==> config.mk <==
export PLATFORM = sky130hd
export DESIGN_NAME = text_bitstream_string_encoder
export DESIGN_NICKNAME = d
export VERILOG_FILES = /design/src/hdl/tbse_pkg.sv /design/src/hdl/tbse_front.sv /design/src/hdl/tbse_queue.sv /design/src/hdl/tbse_back.sv /design/src/hdl/text_bitstream_string_encoder.sv
export SDC_FILE = /design/constraint.sdc
export NUM_CORES = 1
export LEC_CHECK = 0
export BUFFER_PORTS_ARGS = -buffer_cell sky130_fd_sc_hd__buf_2
export CAP_MARGIN = 15
export CORE_ASPECT_RATIO = 0.75
export CORE_UTILIZATION = 64
export DETAILED_ROUTE_END_ITERATION = 10
export GPL_TIMING_DRIVEN = 0
export PLACE_DENSITY = 0.86
export RECOVER_POWER = 50
export SLEW_MARGIN = 40
export SYNTH_ARGS = -nofsm -noshare
export SYNTH_HDL_FRONTEND = slang
export SYNTH_HIERARCHICAL = 1
export SYNTH_SLANG_ARGS = --single-unit
==> constraint.sdc <==
create_clock -name clk -period 9.4 [get_ports clk]
set_input_delay 2.82 -clock clk [delete_from_list [all_inputs] [get_ports clk]]
set_output_delay 2.82 -clock clk [all_outputs]
set_load 0.02 [all_outputs]
==> src/hdl/tbse_pkg.sv <==
`timescale 1ns / 1ps
// ----------------------------------------------------------------------------
// tbse_pkg
// Shared types, codes and helpers for the bit-stream string encoder.
// ----------------------------------------------------------------------------
package tbse_pkg;

    // Open run class held between items
    typedef enum logic [2:0] {
        CLS_NONE   = 3'd0,
        CLS_SPACE  = 3'd1,
        CLS_DIGIT  = 3'd2,
        CLS_LETTER = 3'd3,
        CLS_EXTN   = 3'd4,
        CLS_EXTW   = 3'd5
    } cls_t;

    // 2-bit class prefixes
    localparam logic [1:0] PFX_SPACE  = 2'd0;
    localparam logic [1:0] PFX_DIGIT  = 2'd1;
    localparam logic [1:0] PFX_LETTER = 2'd2;
    localparam logic [1:0] PFX_EXT    = 2'd3;

    // 3-bit whitespace codes
    localparam logic [2:0] SP_BLANK = 3'd1;
    localparam logic [2:0] SP_LF    = 3'd2;
    localparam logic [2:0] SP_CR    = 3'd3;
    localparam logic [2:0] SP_TAB   = 3'd4;
    localparam logic [2:0] SP_TERM  = 3'd5;

    // Character boundaries
    localparam logic [31:0] CP_BLANK  = 32'd32;
    localparam logic [31:0] CP_LF     = 32'd10;
    localparam logic [31:0] CP_CR     = 32'd13;
    localparam logic [31:0] CP_TAB    = 32'd9;
    localparam logic [31:0] DIGIT_LO  = 32'd43;
    localparam logic [31:0] DIGIT_HI  = 32'd57;
    localparam logic [31:0] DIGIT_OFS = 32'd42;
    localparam logic [31:0] LETTER_LO = 32'd60;
    localparam logic [31:0] LETTER_HI = 32'd122;
    localparam logic [31:0] LETTER_OFS = 32'd59;
    localparam logic [31:0] LIM_8     = 32'h0000_00FF;
    localparam logic [31:0] LIM_16    = 32'h0000_FFFF;
    localparam logic [31:0] LIM_24    = 32'h00FF_FFFF;

    // Field slots of one command, emitted in this order
    localparam int SLOT_CLOSE = 0;
    localparam int SLOT_PFX   = 1;
    localparam int SLOT_FLAG  = 2;
    localparam int SLOT_TAG   = 3;
    localparam int SLOT_BODY  = 4;
    localparam int NUM_SLOTS  = 5;

    // One classified item, handed from front to back
    typedef struct packed {
        logic        close_en;
        cls_t        close_cls;
        logic        pfx_en;
        logic [1:0]  pfx_val;
        logic        flag_en;
        logic        flag_val;
        logic        tag_en;
        logic [1:0]  tag_val;
        logic [1:0]  tag_bits;
        logic [31:0] body_val;
        logic [5:0]  body_bits;
        logic        body_end;
    } cmd_t;

    // Width of the all-zero close code for a run
    function automatic logic [5:0] close_bits(input cls_t cls);
        logic [5:0] bits;
        case (cls)
            CLS_SPACE:  bits = 6'd3;
            CLS_DIGIT:  bits = 6'd4;
            CLS_LETTER: bits = 6'd6;
            CLS_EXTN:   bits = 6'd9;
            CLS_EXTW:   bits = 6'd10;
            default:    bits = 6'd0;
        endcase
        return bits;
    endfunction

endpackage

==> src/hdl/tbse_front.sv <==
`timescale 1ns / 1ps
// ----------------------------------------------------------------------------
// tbse_front
// Accepts items, classifies code points, tracks the open run and builds one
// command per item for the back end. Holds the ext_wide register.
// ----------------------------------------------------------------------------
module tbse_front (
    input  logic          clk,
    input  logic          rst_n,
    input  logic          cfg_valid,
    output logic          cfg_ready,
    input  logic          ext_wide,
    input  logic          item_valid,
    output logic          item_stall,
    input  logic          mode,
    input  logic [31:0]   code_point,
    input  logic          q_full,
    output logic          q_push,
    output tbse_pkg::cmd_t q_cmd
);
    import tbse_pkg::*;

    logic ext_wide_reg;
    cls_t open_reg;
    cls_t open_next;
    cls_t target;
    logic is_end;
    logic change;
    logic can_close;

    // Config register, writes always taken
    assign cfg_ready = 1'b1;

    always_ff @(posedge clk or negedge rst_n)
    begin
        if (!rst_n)
        begin
            ext_wide_reg <= 1'b0;
            open_reg     <= CLS_NONE;
        end
        else
        begin
            if (cfg_valid)
                ext_wide_reg <= ext_wide;
            if (q_push)
                open_reg <= open_next;
        end
    end

    assign item_stall = q_full;
    assign q_push     = item_valid && !q_full;
    assign is_end     = mode || (code_point == 32'd0);

    // Only real runs get a close code
    always_comb
    begin
        case (open_reg)
            CLS_SPACE, CLS_DIGIT, CLS_LETTER, CLS_EXTN, CLS_EXTW: can_close = 1'b1;
            default: can_close = 1'b0;
        endcase
    end

    // Class of the incoming character
    always_comb
    begin
        if (code_point == CP_BLANK || code_point == CP_LF ||
            code_point == CP_CR || code_point == CP_TAB)
            target = CLS_SPACE;
        else if (code_point >= DIGIT_LO && code_point <= DIGIT_HI)
            target = CLS_DIGIT;
        else if (code_point >= LETTER_LO && code_point <= LETTER_HI)
            target = CLS_LETTER;
        else
            target = ext_wide_reg ? CLS_EXTW : CLS_EXTN;
    end

    assign change = (open_reg != target);

    // Command build
    always_comb
    begin
        q_cmd           = '0;
        q_cmd.close_cls = open_reg;
        open_next       = open_reg;
        if (is_end)
        begin
            // close, enter space class, terminator
            q_cmd.close_en  = can_close && (open_reg != CLS_SPACE);
            q_cmd.pfx_en    = (open_reg != CLS_SPACE);
            q_cmd.pfx_val   = PFX_SPACE;
            q_cmd.body_val  = {29'd0, SP_TERM};
            q_cmd.body_bits = 6'd3;
            q_cmd.body_end  = 1'b1;
            open_next       = CLS_NONE;
        end
        else
        begin
            q_cmd.close_en = change && can_close;
            q_cmd.pfx_en   = change;
            open_next      = target;
            case (target)
                CLS_SPACE:
                begin
                    q_cmd.pfx_val   = PFX_SPACE;
                    q_cmd.body_bits = 6'd3;
                    if (code_point == CP_BLANK)
                        q_cmd.body_val = {29'd0, SP_BLANK};
                    else if (code_point == CP_LF)
                        q_cmd.body_val = {29'd0, SP_LF};
                    else if (code_point == CP_CR)
                        q_cmd.body_val = {29'd0, SP_CR};
                    else
                        q_cmd.body_val = {29'd0, SP_TAB};
                end
                CLS_DIGIT:
                begin
                    q_cmd.pfx_val   = PFX_DIGIT;
                    q_cmd.body_val  = code_point - DIGIT_OFS;
                    q_cmd.body_bits = 6'd4;
                end
                CLS_LETTER:
                begin
                    q_cmd.pfx_val   = PFX_LETTER;
                    q_cmd.body_val  = code_point - LETTER_OFS;
                    q_cmd.body_bits = 6'd6;
                end
                CLS_EXTW:
                begin
                    q_cmd.pfx_val  = PFX_EXT;
                    q_cmd.flag_en  = change;
                    q_cmd.flag_val = 1'b1;
                    q_cmd.tag_en   = 1'b1;
                    q_cmd.tag_bits = 2'd2;
                    q_cmd.body_val = code_point;
                    if (code_point <= LIM_8)
                    begin
                        q_cmd.tag_val   = 2'd0;
                        q_cmd.body_bits = 6'd8;
                    end
                    else if (code_point <= LIM_16)
                    begin
                        q_cmd.tag_val   = 2'd1;
                        q_cmd.body_bits = 6'd16;
                    end
                    else if (code_point <= LIM_24)
                    begin
                        q_cmd.tag_val   = 2'd2;
                        q_cmd.body_bits = 6'd24;
                    end
                    else
                    begin
                        q_cmd.tag_val   = 2'd3;
                        q_cmd.body_bits = 6'd32;
                    end
                end
                default:
                begin
                    // narrow extended: 1-bit tag, 8 or 16 bits
                    q_cmd.pfx_val  = PFX_EXT;
                    q_cmd.flag_en  = change;
                    q_cmd.flag_val = 1'b0;
                    q_cmd.tag_en   = 1'b1;
                    q_cmd.tag_bits = 2'd1;
                    if (code_point <= LIM_8)
                    begin
                        q_cmd.tag_val   = 2'd0;
                        q_cmd.body_val  = code_point;
                        q_cmd.body_bits = 6'd8;
                    end
                    else
                    begin
                        q_cmd.tag_val   = 2'd1;
                        q_cmd.body_val  = code_point & LIM_16;
                        q_cmd.body_bits = 6'd16;
                    end
                end
            endcase
        end
    end

endmodule

==> src/hdl/tbse_queue.sv <==
`timescale 1ns / 1ps
// ----------------------------------------------------------------------------
// tbse_queue
// Two-entry command queue between front and back end.
// ----------------------------------------------------------------------------
module tbse_queue (
    input  logic           clk,
    input  logic           rst_n,
    input  logic           push,
    input  tbse_pkg::cmd_t push_cmd,
    input  logic           pop,
    output logic           full,
    output logic           not_empty,
    output tbse_pkg::cmd_t head_cmd
);
    import tbse_pkg::*;

    cmd_t       mem [2];
    logic       wr_ptr_reg;
    logic       rd_ptr_reg;
    logic [1:0] count_reg;
    logic [1:0] count_next;

    assign full      = (count_reg == 2'd2);
    assign not_empty = (count_reg != 2'd0);
    assign head_cmd  = mem[rd_ptr_reg];

    always_comb
    begin
        count_next = count_reg;
        if (push && !pop)
            count_next = count_reg + 2'd1;
        else if (pop && !push)
            count_next = count_reg - 2'd1;
    end

    // Pointers and fill count
    always_ff @(posedge clk or negedge rst_n)
    begin
        if (!rst_n)
        begin
            wr_ptr_reg <= 1'b0;
            rd_ptr_reg <= 1'b0;
            count_reg  <= 2'd0;
        end
        else
        begin
            if (push)
                wr_ptr_reg <= ~wr_ptr_reg;
            if (pop)
                rd_ptr_reg <= ~rd_ptr_reg;
            count_reg <= count_next;
        end
    end

    // Storage
    always_ff @(posedge clk)
    begin
        if (push)
            mem[wr_ptr_reg] <= push_cmd;
    end

endmodule

==> src/hdl/tbse_back.sv <==
`timescale 1ns / 1ps
// ----------------------------------------------------------------------------
// tbse_back
// Expands the head command into bit fields, one per cycle unless field_stall
// holds the output, into a registered output beat.
// ----------------------------------------------------------------------------
module tbse_back (
    input  logic           clk,
    input  logic           rst_n,
    input  logic           q_not_empty,
    input  tbse_pkg::cmd_t head_cmd,
    output logic           q_pop,
    output logic           field_valid,
    input  logic           field_stall,
    output logic [31:0]    field_value,
    output logic [5:0]     field_bits,
    output logic           last,
    output logic           string_end
);
    import tbse_pkg::*;

    logic [NUM_SLOTS-1:0] done_reg;
    logic [NUM_SLOTS-1:0] done_next;
    logic [NUM_SLOTS-1:0] en_vec;
    logic [NUM_SLOTS-1:0] pending;
    logic [NUM_SLOTS-1:0] sel;
    logic                 emit;
    logic                 fin;
    logic                 out_free;
    logic                 valid_reg;
    logic [31:0]          value_reg;
    logic [5:0]           bits_reg;
    logic                 last_reg;
    logic                 end_reg;
    logic [31:0]          value_next;
    logic [5:0]           bits_next;
    logic                 end_next;

    assign en_vec[SLOT_CLOSE] = head_cmd.close_en;
    assign en_vec[SLOT_PFX]   = head_cmd.pfx_en;
    assign en_vec[SLOT_FLAG]  = head_cmd.flag_en;
    assign en_vec[SLOT_TAG]   = head_cmd.tag_en;
    assign en_vec[SLOT_BODY]  = 1'b1;

    assign pending  = en_vec & ~done_reg;
    assign sel      = pending & (~pending + {{(NUM_SLOTS-1){1'b0}}, 1'b1});
    assign fin      = ((pending & ~sel) == '0);
    assign out_free = !valid_reg || !field_stall;
    assign emit     = q_not_empty && out_free;
    assign q_pop    = emit && fin;

    // Field select
    always_comb
    begin
        value_next = head_cmd.body_val;
        bits_next  = head_cmd.body_bits;
        end_next   = head_cmd.body_end;
        if (sel[SLOT_CLOSE])
        begin
            value_next = 32'd0;
            bits_next  = close_bits(head_cmd.close_cls);
            end_next   = 1'b0;
        end
        else if (sel[SLOT_PFX])
        begin
            value_next = {30'd0, head_cmd.pfx_val};
            bits_next  = 6'd2;
            end_next   = 1'b0;
        end
        else if (sel[SLOT_FLAG])
        begin
            value_next = {31'd0, head_cmd.flag_val};
            bits_next  = 6'd1;
            end_next   = 1'b0;
        end
        else if (sel[SLOT_TAG])
        begin
            value_next = {30'd0, head_cmd.tag_val};
            bits_next  = {4'd0, head_cmd.tag_bits};
            end_next   = 1'b0;
        end
    end

    // Progress through the head command
    always_comb
    begin
        done_next = done_reg;
        if (emit)
            done_next = fin ? '0 : (done_reg | sel);
    end

    always_ff @(posedge clk or negedge rst_n)
    begin
        if (!rst_n)
        begin
            done_reg  <= '0;
            valid_reg <= 1'b0;
        end
        else
        begin
            done_reg <= done_next;
            if (out_free)
                valid_reg <= emit;
        end
    end

    // Output beat payload
    always_ff @(posedge clk)
    begin
        if (emit)
        begin
            value_reg <= value_next;
            bits_reg  <= bits_next;
            last_reg  <= fin;
            end_reg   <= end_next;
        end
    end

    assign field_valid = valid_reg;
    assign field_value = value_reg;
    assign field_bits  = bits_reg;
    assign last        = last_reg;
    assign string_end  = end_reg;

endmodule

==> src/hdl/text_bitstream_string_encoder.sv <==
`timescale 1ns / 1ps
// ----------------------------------------------------------------------------
// text_bitstream_string_encoder
// Compact string coder: one code point per item in, value/bit-count
// fields out.
// ----------------------------------------------------------------------------
//  channel  | handshake             | payload
//  ---------+-----------------------+----------------------------------------
//  cfg      | cfg_valid / cfg_ready | ext_wide
//  item in  | item_valid/item_stall | mode, code_point
//  field out| field_valid/field_stall| field_value, field_bits, last, string_end
//
// An item produces 1 to 5 fields; the back end emits one field per cycle
// while the queue holds a command and field_stall does not hold the output.
// An accepted item is registered in the command queue, then in the output beat.
// Reset: no run open, ext_wide = 0, queue and output empty.
// item_stall rises when the two-entry command queue is full; field_stall
// holds the output register and, through it, the back end.
// ----------------------------------------------------------------------------
module text_bitstream_string_encoder (
    input  logic        clk,
    input  logic        rst_n,
    input  logic        cfg_valid,
    output logic        cfg_ready,
    input  logic        ext_wide,
    input  logic        item_valid,
    output logic        item_stall,
    input  logic        mode,
    input  logic [31:0] code_point,
    output logic        field_valid,
    input  logic        field_stall,
    output logic [31:0] field_value,
    output logic [5:0]  field_bits,
    output logic        last,
    output logic        string_end
);
    import tbse_pkg::*;

    cmd_t push_cmd;
    cmd_t head_cmd;
    logic q_push;
    logic q_pop;
    logic q_full;
    logic q_not_empty;

    // Classifier
    tbse_front u_front (
        .clk        (clk),
        .rst_n      (rst_n),
        .cfg_valid  (cfg_valid),
        .cfg_ready  (cfg_ready),
        .ext_wide   (ext_wide),
        .item_valid (item_valid),
        .item_stall (item_stall),
        .mode       (mode),
        .code_point (code_point),
        .q_full     (q_full),
        .q_push     (q_push),
        .q_cmd      (push_cmd)
    );

    // Command queue
    tbse_queue u_queue (
        .clk       (clk),
        .rst_n     (rst_n),
        .push      (q_push),
        .push_cmd  (push_cmd),
        .pop       (q_pop),
        .full      (q_full),
        .not_empty (q_not_empty),
        .head_cmd  (head_cmd)
    );

    // Field emitter
    tbse_back u_back (
        .clk         (clk),
        .rst_n       (rst_n),
        .q_not_empty (q_not_empty),
        .head_cmd    (head_cmd),
        .q_pop       (q_pop),
        .field_valid (field_valid),
        .field_stall (field_stall),
        .field_value (field_value),
        .field_bits  (field_bits),
        .last        (last),
        .string_end  (string_end)
    );

endmodule

==> Word level (Yosys, flattened, before mapping) <==
Memory sizes are Yosys's and may differ from the RTL's.
Cells that the tools add are included.
{ "totals": {"out_inout_bits": 43, "mem_count": 1, "ramBits": 106, "register_bits": 54} }
{ "op_classes": {"n_eq_ne": 21, "n_bitwise": 9, "n_lt_le_gt_ge": 7, "n_reduce_logical": 26, "add_sub_neg": 5, "muxes": 38} }
{ "mem_list": {"columns": ["name", "depth", "width", "rd", "rd_ports_with_merged_regs", "write_ports", "line", "text"], "rows": [
  ["u_queue.mem", 2, 53, 1, 0, 1, "tbse_queue.sv:18", "cmd_t mem [2];"]
]} }
{ "op_table": {"columns": ["op", "n"], "rows": [
  ["$pmux W38 S4", 1],
  ["$eq A32 B4 Y1 const B", 3],
  ["$mux W38", 2],
  ["$ge A32 B6 Y1 const B", 2],
  ["$mux W32", 2],
  ["$sub A32 B6 Y32 const B", 2],
  ["$mux W6", 7],
  ["$eq A32 B6 Y1 const B", 1],
  ["$le A32 B16 Y1 const B", 1],
  ["$le A32 B24 Y1 const B", 1],
  ["$le A32 B6 Y1 const B", 1],
  ["$le A32 B7 Y1 const B", 1],
  ["$le A32 B8 Y1 const B", 1],
  ["$logic_not A32 Y1", 1],
  ["$pmux W4 S5", 1],
  ["$eq A3 B2 Y1 const B", 6],
  ["$mux W3", 6],
  ["$and A5 B5 Y5", 3],
  ["$eq A3 B3 Y1 const B", 5],
  ["$not A5 Y5", 3],
  ["$mux W2", 7],
  ["$pmux W7 S2", 1],
  ["$eq A3 B1 Y1 const B", 3],
  ["$logic_and A1 B1 Y1", 9],
  ["other kinds (19)", 36]
]} }

==> Longest topological paths before layout <==
{ "depth": {"ltp_word": 12, "mapped_depth": 13, "mapped_depth_nobuf": 10} }

==> Hierarchy <==
Netlist, hierarchy kept.
{ "by_module_without_submodules": {"columns": ["module", "area_each_um2", "instances", "cells_each", "seq_area_each_um2"], "rows": [
  ["tbse_queue", 4264.1, 1, 181, 3283.1],
  ["tbse_back", 2016.9, 1, 140, 1351.3],
  ["tbse_front", 1644.1, 1, 236, 100.1]
]} }

==> Worst setup path after synthesis <==
OpenSTA, ideal clock, no wires.
{ "synth_path": {"kind": "input to register", "startpoint": "input item_valid", "endpoint": "memory u_queue/mem[0][0] (netlist name), enable pin", "arrival_time_ps": 5461, "setup_slack_ps": 3469, "cell_stages": 3, "path_buffers": 0, "path_cell_list": "nand2b_1 -> inv_1 -> nor2b_1"} }
{ "synth_between": {"elab_chain_len": 3} }
{ "synth_lines": {"columns": ["element", "line", "text"], "rows": [
  ["start: declaration", "text_bitstream_string_encoder.sv:26", "input logic item_valid,"],
  ["$logic_and A1 B1 Y1", "tbse_front.sv:51", "assign q_push = item_valid && !q_full;"],
  ["named net q_push", "text_bitstream_string_encoder.sv:41", "logic q_push;"],
  ["$mux W1", "tbse_queue.sv:59", "if (push)"],
  ["$mux W1 (not written as such)", "tbse_queue.sv:60", "mem[wr_ptr_reg] <= push_cmd;"],
  ["end: declaration", "tbse_queue.sv:18", null]
]} }
The timed path passes the listed nets, and every way through them passes these cells.

==> Worst setup path after layout <==
{ "layout_path": {"startpoint": "input item_valid", "endpoint": "memory u_queue/mem[1][0] (netlist name), enable pin"} }
Same word-level chain as after synthesis.

==> impl_metrics.toml <==
[status]
status = "complete, but fails checks"
violations = "max-capacitance violations, max-slew violations"

[layout]
drive_gt1_share_pct = 28.9
layout.cells.non_filler = 833
mostFrequentLayoutCells = "edfxtp_1 (146), clkbuf_1 (54), mux2_4 (47), buf_2 (43), nand2_1 (34)"
diodes = 0
max_flop_register = "u_queue/mem"
largest_reg_flops = 106
fin_nets = 706
area_delta_synth_final_pct = 14.1
final_common_cell = "edfxtp_1"

[synth]
synth_edf_count = 146
netlist_area_sq_um = 7930
synth_top_family_by_area = "simple AND/OR/NAND/NOR gates"
synth_ff_type = "edfxtp_1"
synth-async-reset-ratio_pct = 8.75
synth_nets = 605
synth_xor_area_share_pct = 1.09
synth-simple-area-share_pct = 13.0
muxShareOfSynthArea_pct = 9.99
ys_warn_count = 6
avgSynthCellArea_sq_um = 14.2
seq_area_frac_synth_pct = 59.7
synth_cell_type_count = 80
synth_fa_ha_area_share_pct = 1.69
syn_inst = 557
synth_compound_area_share_pct = 10.0
synth-seq-cells = 160

[routing]
wire_per_inst_microns = 20.6
vias = 5075
routed_wl_mm = 17.2
dr.pass1.iters = 5
drtAntennaViolNets = 0
vias_per_cell = 6.09
remaining_drc_errors = 0
initialDrtViolationCount = 479

[sta]
slew_headroom_pct = -62.9
max_freq_ghz = 0.173
setup_viol = 0
fin_setup_tns_ps = 0
finClkSkew_ps = 7.73
period_needed_ps = 5790
tightest_slew_ps = 2440
min_period_over_period_pct = 61.6
finalHoldViolCount = 0
rsz0062_at_grt = "false"
fin_ws_ps = 3610
slew_viol_final = 60
whs_ps = 490

[floorplanning]
ioPinCount = 82
design.core.area_sq_um = 11800
die_h_microns = 98.4
die_x_microns = 130
die_area_sq_um = 12800
row_count = 34
start_util_pct = 67.0

[placed_design]
gp_congestion = 0.874
pre_cts_slack_ps = 3980
portBuffers = 78
dpl.hpwl_mm = 12.2
dp_cells = 801

[worst_hold_path]
hold_path.class = "flip-flop to flip-flop"

[critical_path]
cp-start-kind = "input port"
cpPeakStageDelay_ps = 1790
cp_cell_sequence = "buf_2, nand2b_1, inv_1, and2_0, clkbuf_1"
crit_path_max_fanout = 42
crit_arrival_ps = 5780
cp_slowest_cell = "clkbuf_1"
worstPathRequired_ps = 9390
crit_path_end_kind = "flip-flop"
worst-setup-path-type = "input port to flip-flop"

[clock_tree]
clockBufferDepth = 2
cts_max_level = 4
cts-buffers-inserted = 17
clk_pin_slew_ps = 70
cts_tree = "built"
post-cts-setup-buffers = 0
clock-root-buffer = "clkbuf_16"
clkLatencyLatePin_ps = 420
ctsHoldBuffers = 0
clkSinkCount = 160
post_cts_resized = 0

[run]
cap_violations = 2

[global_routing]
grt_antenna_before_repair = 0
grt_pass1_wl_mm = 27.3
grt_pass1_vias = 5087
grt-ovfl-total = 0
track_usage_pct = 29.0
grt_max_degree = 43

[pwr]
p_leak_uw = 0.00337
ir_drop_uv = 151
power.density_nw_per_um2 = 310
total_power_uw = 2800
## through the flow
stage                     cell area (sq um)  utilization (%)
after floorplan                        7930                -
after global placement                 8520             72.0
after detailed placement               8610             72.8
after CTS                              9190             77.7
after global routing                   9040             76.5
final                                  9040             76.5
## cell type report
class / count / area [sq um]
inverter: 17 / 63.8
timing repair buffer: 82 / 409
fill: 724 / 2780
sequential: 160 / 4730
clock inverter: 15 / 154
multi-input combinational: 348 / 2820
tap: 162 / 203
buffer: 32 / 234
clock buffer: 17 / 425
## routing by layer
metal	GRT usage [%]	wire, microns	vias to the layer above	share of wire [%]
met3	4.11	1260	25	7.3
met2	44.2	8110	254	47
met1	43.2	7580	2480	44
met5	0	0	-	0
met4	9.20	239	0	1.4
li1	-	-	2316	-
## final timing paths
kind	from	end	slack, ps	depth (start not counted)
worst max-delay path	item_valid	u_queue/mem[1][0]$_DFFE_PP_	3610	5
worst min-delay path	u_queue/wr_ptr_reg$_DFFE_PN0P_	u_queue/wr_ptr_reg$_DFFE_PN0P_	490	1
worst max register to register	u_queue/rd_ptr_reg$_DFFE_PN0P_	u_back/field_bits[4]$_SDFFCE_PP0P_	5240	9
worst min register to register	u_queue/wr_ptr_reg$_DFFE_PN0P_	u_queue/wr_ptr_reg$_DFFE_PN0P_	490	1
max in group asynchronous	rst_n	u_front/ext_wide_reg$_DFFE_PN0P_	6300	1
min in group asynchronous	rst_n	u_queue/count_reg[0]$_DFFE_PN0P_	2520	1
## logic make-up (layout without fill, tap and decap cells)
group	count (synthesis)	in the layout
AOI/OAI and AO/OA	102	102
xor gates and xnor gates	9	9
adders and majority gates	11	11
buffers and inverters	49	163
DFF	160	160
muxes	54	54
other	1	1
and+or+nand+nor	171	171
## Yosys cell counts (all sizes together), types with 2 or more instances
master	count	share of area (%)
edfxtp	146	55
mux2	54	10
and2	36	2.8
nand2	35	1.7
a21oi	32	2.7
buf	23	3.2
nor2	22	1.3
o21ai	20	1.5
inv	17	0.81
nand4	17	1.3
dfrtp	14	4.4
a31oi	10	0.79
clkbuf	9	0.43
ha	9	1.4
nand3	9	0.79
nand2b	8	0.73
nor3	8	0.51
or4	8	0.95
nor2b	6	0.69
o22ai	6	0.63
nor4	5	0.58
xor2	5	0.55
a41oi	4	0.54
and3	4	0.32
xnor2	4	0.54
a211oi	3	0.44
a22o	3	0.33
a31o	3	0.44
and2b	3	0.28
o2111ai	3	0.63
o21a	3	0.28
a21boi	2	0.19
a21o	2	0.19
and4	2	0.22
maj3	2	0.27
o21bai	2	0.33
o31ai	2	0.19
or2	2	0.16
or3	2	0.16
## critical path, delay by kind of cell
kind | cells | cell delay [ps]
buffers and inverters | 3 | 2030
AND/OR/NAND/NOR | 2 | 880
## where the power goes
| group | internal (uW) | total, uW | switching [uW] |
|---|---|---|---|
| sequential | 1070 | 1140 | 73.5 |
| clock | 373 | 668 | 295 |
| combinational | 407 | 988 | 582 |
Note: power is estimated with default switching activity, not from simulation.
